===== src/sv/pemu_pkg.sv =====
// Shared types, constants and helper functions for the particle emitter update core.
`default_nettype none
package pemu_pkg;

  localparam int DEFAULT_PARTICLE_COUNT = 1024;
  localparam int TABLE_DEPTH = 1024;

  localparam logic [23:0] AGE_MAX  = 24'hFFFFFF;
  localparam logic [23:0] LIFETIME = 24'd327680;
  localparam logic [30:0] Q30_ONE  = 31'h40000000;
  localparam logic [30:0] X_SCALE  = 31'd1686629713;
  localparam logic [16:0] SIDE_COEF = 17'd29309;
  localparam logic [16:0] UP_COEF   = 17'd58618;
  localparam logic [15:0] QUARTER   = 16'd16384;

  // register indexes
  localparam logic [2:0] CFG_ORIGIN_X  = 3'd0;
  localparam logic [2:0] CFG_ORIGIN_Y  = 3'd1;
  localparam logic [2:0] CFG_ORIGIN_Z  = 3'd2;
  localparam logic [2:0] CFG_GRAVITY_X = 3'd3;
  localparam logic [2:0] CFG_GRAVITY_Y = 3'd4;
  localparam logic [2:0] CFG_GRAVITY_Z = 3'd5;
  localparam logic [2:0] CFG_SPEED     = 3'd6;
  localparam logic [2:0] CFG_TIME_STEP = 3'd7;

  localparam logic [30:0] SPEED_RESET = 31'd65536;
  localparam logic [15:0] STEP_RESET  = 16'd1092;

  localparam logic OP_UPDATE = 1'b0;
  localparam logic OP_SPAWN  = 1'b1;

  typedef struct packed {
    logic       opcode;
    logic [9:0] particle_index;
    logic       slice_start;
  } in_word_t;

  typedef struct packed {
    logic [9:0]         result_index;
    logic signed [31:0] pos_x;
    logic signed [31:0] pos_y;
    logic signed [31:0] pos_z;
    logic               respawned;
  } out_word_t;

  typedef struct packed {
    logic signed [31:0] pos_x;
    logic signed [31:0] pos_y;
    logic signed [31:0] pos_z;
    logic signed [31:0] vel_x;
    logic signed [31:0] vel_y;
    logic signed [31:0] vel_z;
    logic [23:0]        age;
  } entry_t;

  typedef enum logic [4:0] {
    CMD_NONE, CMD_LOAD, CMD_READ, CMD_FETCH, CMD_MUL, CMD_ACC, CMD_PHASE,
    CMD_QMUL, CMD_X, CMD_XX, CMD_X2, CMD_HMUL, CMD_DSTART, CMD_DWAIT,
    CMD_TUPD, CMD_SMUL, CMD_S, CMD_CMUL, CMD_SV, CMD_WB
  } cmd_op_t;

  typedef enum logic [4:0] {
    S_IDLE, S_RD, S_FETCH, S_UMUL, S_UACC, S_PHASE, S_QMUL, S_X, S_XX, S_X2,
    S_HMUL, S_DSTART, S_DWAIT, S_TUPD, S_SMUL, S_S, S_CMUL, S_SV, S_VMUL,
    S_VACC, S_WB
  } state_t;

  typedef struct packed {
    cmd_op_t    op;
    logic [3:0] k;    // lane: 0-2 position, 3-5 gravity, 6-8 launch velocity
    logic [2:0] j;    // series term
    logic       sel;  // 0 cosine angle, 1 sine angle
  } cmd_t;

  typedef struct packed {
    logic respawn;
    logic div_busy;
    logic out_free;
  } status_t;

  // divisors of the sine series, highest term first
  function automatic logic [6:0] series_div(input logic [2:0] j);
    logic [6:0] d;
    unique case (j)
      3'd0:    d = 7'd110;
      3'd1:    d = 7'd72;
      3'd2:    d = 7'd42;
      3'd3:    d = 7'd20;
      default: d = 7'd6;
    endcase
    return d;
  endfunction

  function automatic logic signed [31:0] sat32(input logic signed [49:0] v);
    logic signed [31:0] r;
    if (v > 50'sd2147483647) r = 32'sh7FFFFFFF;
    else if (v < -50'sd2147483648) r = 32'sh80000000;
    else r = v[31:0];
    return r;
  endfunction

  function automatic logic signed [31:0] add_sat(input logic signed [31:0] a,
                                                 input logic signed [31:0] b);
    logic signed [49:0] s;
    s = 50'(a) + 50'(b);
    return sat32(s);
  endfunction

endpackage
`default_nettype wire


===== src/sv/pemu_ctrl.sv =====
// Sequencer that steps the datapath through an update or a respawn.
`default_nettype none
module pemu_ctrl (
  input  wire logic             clk,
  input  wire logic             rst,
  input  wire logic             in_valid,
  output logic                  in_stall,
  input  wire pemu_pkg::status_t status,
  output pemu_pkg::cmd_t        cmd
);
  pemu_pkg::state_t state, state_next;
  logic [3:0] k, k_next;
  logic [2:0] j, j_next;
  logic       sel, sel_next;

  always_ff @(posedge clk) begin
    if (rst) begin
      state <= pemu_pkg::S_IDLE;
      k     <= '0;
      j     <= '0;
      sel   <= 1'b0;
    end else begin
      state <= state_next;
      k     <= k_next;
      j     <= j_next;
      sel   <= sel_next;
    end
  end

  assign in_stall = state != pemu_pkg::S_IDLE;

  always_comb begin
    state_next = state;
    k_next     = k;
    j_next     = j;
    sel_next   = sel;
    cmd.op     = pemu_pkg::CMD_NONE;
    cmd.k      = k;
    cmd.j      = j;
    cmd.sel    = sel;
    unique case (state)
      pemu_pkg::S_IDLE: begin
        if (in_valid) begin
          cmd.op     = pemu_pkg::CMD_LOAD;
          state_next = pemu_pkg::S_RD;
        end
      end
      pemu_pkg::S_RD: begin
        cmd.op     = pemu_pkg::CMD_READ;
        state_next = pemu_pkg::S_FETCH;
      end
      pemu_pkg::S_FETCH: begin
        cmd.op = pemu_pkg::CMD_FETCH;
        if (status.respawn) begin
          state_next = pemu_pkg::S_PHASE;
        end else begin
          k_next     = 4'd0;
          state_next = pemu_pkg::S_UMUL;
        end
      end
      pemu_pkg::S_UMUL: begin
        cmd.op     = pemu_pkg::CMD_MUL;
        state_next = pemu_pkg::S_UACC;
      end
      pemu_pkg::S_UACC: begin
        cmd.op = pemu_pkg::CMD_ACC;
        if (k == 4'd5) begin
          state_next = pemu_pkg::S_WB;
        end else begin
          k_next     = k + 4'd1;
          state_next = pemu_pkg::S_UMUL;
        end
      end
      pemu_pkg::S_PHASE: begin
        cmd.op     = pemu_pkg::CMD_PHASE;
        sel_next   = 1'b0;
        state_next = pemu_pkg::S_QMUL;
      end
      pemu_pkg::S_QMUL: begin
        cmd.op     = pemu_pkg::CMD_QMUL;
        state_next = pemu_pkg::S_X;
      end
      pemu_pkg::S_X: begin
        cmd.op     = pemu_pkg::CMD_X;
        state_next = pemu_pkg::S_XX;
      end
      pemu_pkg::S_XX: begin
        cmd.op     = pemu_pkg::CMD_XX;
        state_next = pemu_pkg::S_X2;
      end
      pemu_pkg::S_X2: begin
        cmd.op     = pemu_pkg::CMD_X2;
        j_next     = 3'd0;
        state_next = pemu_pkg::S_HMUL;
      end
      pemu_pkg::S_HMUL: begin
        cmd.op     = pemu_pkg::CMD_HMUL;
        state_next = pemu_pkg::S_DSTART;
      end
      pemu_pkg::S_DSTART: begin
        cmd.op     = pemu_pkg::CMD_DSTART;
        state_next = pemu_pkg::S_DWAIT;
      end
      pemu_pkg::S_DWAIT: begin
        cmd.op = pemu_pkg::CMD_DWAIT;
        if (!status.div_busy) state_next = pemu_pkg::S_TUPD;
      end
      pemu_pkg::S_TUPD: begin
        cmd.op = pemu_pkg::CMD_TUPD;
        if (j == 3'd4) begin
          state_next = pemu_pkg::S_SMUL;
        end else begin
          j_next     = j + 3'd1;
          state_next = pemu_pkg::S_HMUL;
        end
      end
      pemu_pkg::S_SMUL: begin
        cmd.op     = pemu_pkg::CMD_SMUL;
        state_next = pemu_pkg::S_S;
      end
      pemu_pkg::S_S: begin
        cmd.op     = pemu_pkg::CMD_S;
        state_next = pemu_pkg::S_CMUL;
      end
      pemu_pkg::S_CMUL: begin
        cmd.op     = pemu_pkg::CMD_CMUL;
        state_next = pemu_pkg::S_SV;
      end
      pemu_pkg::S_SV: begin
        cmd.op = pemu_pkg::CMD_SV;
        if (!sel) begin
          sel_next   = 1'b1;
          state_next = pemu_pkg::S_QMUL;
        end else begin
          k_next     = 4'd6;
          state_next = pemu_pkg::S_VMUL;
        end
      end
      pemu_pkg::S_VMUL: begin
        cmd.op     = pemu_pkg::CMD_MUL;
        state_next = pemu_pkg::S_VACC;
      end
      pemu_pkg::S_VACC: begin
        cmd.op = pemu_pkg::CMD_ACC;
        if (k == 4'd8) begin
          state_next = pemu_pkg::S_WB;
        end else begin
          k_next     = k + 4'd1;
          state_next = pemu_pkg::S_VMUL;
        end
      end
      pemu_pkg::S_WB: begin
        // hold until the result register is free
        if (status.out_free) begin
          cmd.op     = pemu_pkg::CMD_WB;
          state_next = pemu_pkg::S_IDLE;
        end
      end
      default: state_next = pemu_pkg::S_IDLE;
    endcase
  end
endmodule
`default_nettype wire


===== config.mk =====
export PLATFORM = sky130hd
export DESIGN_NAME = pemu_ctrl
export DESIGN_NICKNAME = d
export VERILOG_FILES = /design/src/sv/pemu_pkg.sv /design/src/sv/pemu_ctrl.sv
export SDC_FILE = /design/constraint.sdc
export NUM_CORES = 1
export LEC_CHECK = 0
export ABC_AREA = 1
export ABC_CLOCK_PERIOD_IN_PS = 4090
export BUFFER_PORTS_ARGS = -buffer_cell sky130_fd_sc_hd__buf_4
export CAP_MARGIN = 20
export CORE_UTILIZATION = 57
export CTS_BUF_LIST = sky130_fd_sc_hd__clkbuf_16
export DETAILED_ROUTE_END_ITERATION = 10
export PLACE_DENSITY_LB_ADDON = 0.2
export SETUP_SLACK_MARGIN = 0.5
export SLEW_MARGIN = 25
export SYNTH_ARGS = -nofsm -noshare
export SYNTH_HDL_FRONTEND = slang
export SYNTH_SLANG_ARGS = --single-unit
export TNS_END_PERCENT = 1

===== constraint.sdc =====
create_clock -name clk -period 4.09 [get_ports clk]
set_input_delay 0 -clock clk [delete_from_list [all_inputs] [get_ports clk]]
set_output_delay 0 -clock clk [all_outputs]
set_load 0.05 [all_outputs]

Yosys cells after proc, flatten, opt, wreduce, memory -nomap -nowiden
Index checks and enable logic that the tools add are counted.
{"block": "word_totals", "elab_cells": 67, "inputBits": 6, "ff_bits": 13, "output_inout_bits": 14}
{"block": "op_classes", "reduce_logical": 10, "add_sub_neg": 2, "n_mux": 20, "n_eq_ne": 31}
{"cell": "one-hot mux 5 bit (21 select lines)", "n": 1}
{"cell": "one-hot mux 5 bit (19 select lines)", "n": 1}
{"cell": "equality test 5 x 4 -> 1 bit (second input constant)", "n": 8}
{"cell": "two-way mux 5 bit", "n": 6}
{"cell": "equality test 5 bit (second input constant)", "n": 5}
{"cell": "equality test 5 x 3 -> 1 bit (second input constant)", "n": 4}
{"cell": "two-way mux 4 bit", "n": 4}
{"cell": "inequality test 2 bit (second input constant)", "n": 8}
{"cell": "one-hot mux 4 bit (4 select lines)", "n": 1}
{"cell": "two-way mux 3 bit", "n": 4}
{"cell": "equality test 5 x 2 -> 1 bit (second input constant)", "n": 2}
{"cell": "one-hot mux 3 bit (2 select lines)", "n": 1}
{"cell": "equality test 5 x 1 -> 1 bit (second input constant)", "n": 1}
{"cell": "logical NOT 5 bit", "n": 1}
{"cell": "AND reduction 5 bit", "n": 1}
{"cell": "nonzero test 5 bit", "n": 1}
{"cell": "adder 4 x 1 -> 4 bit (second input constant)", "n": 1}
{"cell": "equality test 4 x 3 -> 1 bit (second input constant)", "n": 1}
{"cell": "equality test 4 bit (second input constant)", "n": 1}
{"cell": "nonzero test 2 bit", "n": 2}
{"cell": "nonzero test 4 bit", "n": 1}
{"cell": "OR reduction 2 bit", "n": 2}
{"cell": "adder 3 x 1 -> 3 bit (second input constant)", "n": 1}
{"cell": "equality test 3 bit (second input constant)", "n": 1}
{"cell": "4 further kinds", "n": 4}

Depth between registers and ports, before layout
{"block": "depth", "ltp_word": 3, "mapped_depth": 11, "depth_no_buf": 11}

Worst setup path before layout
No wires, ideal clock.
{"block": "synth_path", "kind": "register to register", "startpoint": "register k[0]", "endpoint": "register k[1]", "synth_period_minus_slack_ns": 1.827, "arrival_time_ns": 1.710, "stages_incl_launch_ff": 11, "setup_slack_ns": 2.263, "path_buffers": 0, "required_ns": 3.973, "cell_sequence": "dfxtp_1 > inv_1 > ha_1 > nand2_1 > nor2_1 > nand2_2 > nand2_4 > nor2_8 > nand2_4 > o21ai_1 > nor2_1"}
{"block": "synth_via", "elab_chain_len": 3}
{"item": "start: declaration", "line": "pemu_ctrl.sv:12", "source": "logic [3:0] k, k_next;"}
{"item": "start signal: assignment", "line": "pemu_ctrl.sv:24", "source": "k <= k_next;"}
{"item": "adder 4 x 1 -> 4 bit, or another cell as far along", "line": "pemu_ctrl.sv:70, pemu_ctrl.sv:148"}
{"item": "two-way mux 4 bit, or another cell as far along", "line": "pemu_ctrl.sv:145", "source": "if (k == 4'd8) begin"}
{"item": "one-hot mux 4 bit (4 select lines) / AND reduction 5 bit (equally long branches)"}
Parallel ways exist; a longest one is shown, timed or not. The select of a mux whose other input is x is not followed.
A chain may end at the register's enable or synchronous reset.

==> reports/summary.txt <==
CTS tree: built
layout cells sized above 1: 30.7%
Clock Pin Slew Worst Setup and Hold Paths: 0.05 ns
pin count of the biggest net entering global routing: 9
Post-Route WL: 3.12 mm
post-route ant nets: 0
Pleak: 0.761 nW
global-route wire length before repair: 5.40 mm
Post-Synthesis Cells: 185
Finish-stage setup viols: 0
Synth Register Bits: 13
Initial Util: 61.9%
multi-input logic area: 846 um^2
Arr. time, crit path: 1.83 ns
Pre-antenna DRT Iters: 4
CTS Hold Bufs: 1
Fmax: 546 MHz
DR vias: 1286
Vias/cell: 5.54
die height: 48.6 um
Boundary Pins: 20
crit end category: primary output
Worst VDD drop: 0.275 mV
RSZ-0062 raised after global routing: no
register-to-register setup slack: 2.47 ns
Clock Tree Root: clkbuf_16
Clock Skew: 0.00316 ns
post-placement setup slack: 2.49 ns
Num CTS Buffers: 3
synthesis-to-finish area growth: 19.3%
die area: 2370 um^2
global placement routability congestion: 0.960
Sink Count: 13
final hold vios: 0
Avg WL per Cell: 13.4 um
Die X: 48.6 um
CP Data Required Time: 4.09 ns
Core Region: 2000 um^2
outcome: finished clean
relative slew slack: 68.6%
Site Rows: 16
most common cell after layout, fill and taps aside: nand2_1
HP Class: in2reg
vias in the first global route: 1217
setup TNS: 0 ns
Reg area: 260 um^2
DP HPWL: 2.47 mm
critical path class: reg2out
power per cell area: 369 nW/um^2
clk buf depth: 2
Setup crit start kind: register
PortBufs: 19
htree depth: 1
commonest cells after routing, fill and taps aside: 30 x nand2_1, 27 x nor2_1, 19 x inv_1, 19 x buf_4
Antenna diodes: 0
postcts setup bufs: 0
Slew Viols, Final: 0
post-synthesis sequential area ratio: 21.0%
syn nets: 196
Clk Latency, worst-skew pair: 0.24 ns
Final min period: 1.83 ns
Syn. warnings: 0
Synth Area per Inst: 6.70 um^2
1st-iter DRT viols: 59
Final nets: 217
post_cts resized: 0
crit path max fanout: 8
library cells used by synthesis: 33
Overflow after GRT: 0
antenna violations before repair: 0
Max-cap violations: 0
DRC viols: 0
fillers: 182
final worst slack: 2.26 ns
fin crit share: 44.7%
worst-margin pin slew: 0.471 ns
Synth Cell Area: 1240 um^2
GRT Overall Usage: 29.5%
synthesized netlist by cell type, drive strengths merged:
master | n | area share, %
buf | 4 | 2.2
nor3 | 3 | 1.2
inv | 27 | 8.6
nor4 | 1 | 0.50
o22ai | 1 | 0.50
xnor2 | 1 | 0.71
a31oi | 2 | 1.0
nand4 | 5 | 3.0
nand3 | 15 | 7.5
dfxtp | 13 | 21
o21ai | 10 | 4.0
ha | 5 | 5.0
xor2 | 1 | 0.71
a21oi | 12 | 5.8
nor2 | 37 | 17
nand2 | 45 | 19
nand3b | 3 | 2.8
area by class of cell:
cell class / count / share of cell area [%]
repair buffers: 20 / 10.3
well taps: 27 / 2.28
clock buffers: 3 / 5.08
flip-flops and latches: 13 / 17.6
clock inverters: 1 / 0.338
multi-input cells: 141 / 57.2
inverters: 27 / 7.19
cells by family after synthesis:
kind of cell | synth area share, %
buf+inv | 10.8
flops | 21.0
compound gates | 11.3
fa+ha+maj | 5.05
xor+xnor | 1.41
simple gates | 50.5
path summary, 6_finish.rpt:
check | endpoint | depth (start not counted) | startpoint
min | state[2] | 5 | status[1]
max reg2reg | k[0] | 10 | k[0]
max | cmd[8] | 8 | state[4]
min reg2reg | sel | 2 | sel
critical path, stage by stage (launching register included):
cell	delay (ns)
dfxtp_1	0.61
inv_4	0.10
nand2_2	0.13
nor2_4	0.06
nor2_4	0.14
inv_1	0.11
nor2_1	0.13
nand4_1	0.10
buf_4	0.20
layer usage:
metal	GRT usage (%)	vias to the layer above	share of wire [%]
li1	-	634	-
met1	34.4	592	41
met2	55.3	54	52
met3	3.77	6	6.2
met4	8.33	0	1.3
met5	0	-	0
through the flow:
| step | cells | cell area, um^2 | utilization [%] | power [mW] | hold slack (ns) |
|---|---|---|---|---|---|
| floorplan | 185 | 1240 | - | 0.313 | 0.240 |
| global placement | 227 | 1390 | 69.4 | 0.356 | 0.231 |
| detailed placement | 227 | 1390 | 69.4 | 0.359 | 0.236 |
| CTS | 232 | 1480 | 73.9 | 0.547 | 0.132 |
| global route | 232 | 1480 | 73.9 | 0.572 | 0.189 |
| finish | 232 | 1480 | 73.9 | 0.546 | 0.129 |
flip-flops by register name, indices dropped and copies added (netlist names):
register  cells
k             4
j             3
state         5
sel           1
report_power, final:
part	switching, mW	total, mW	internal (mW)
Combinational	0.140	0.206	0.0654
Clock	0.0571	0.187	0.130
Sequential	0.0182	0.153	0.135
Total	0.215	0.546	0.331
Power figures use the tool's default switching activity.
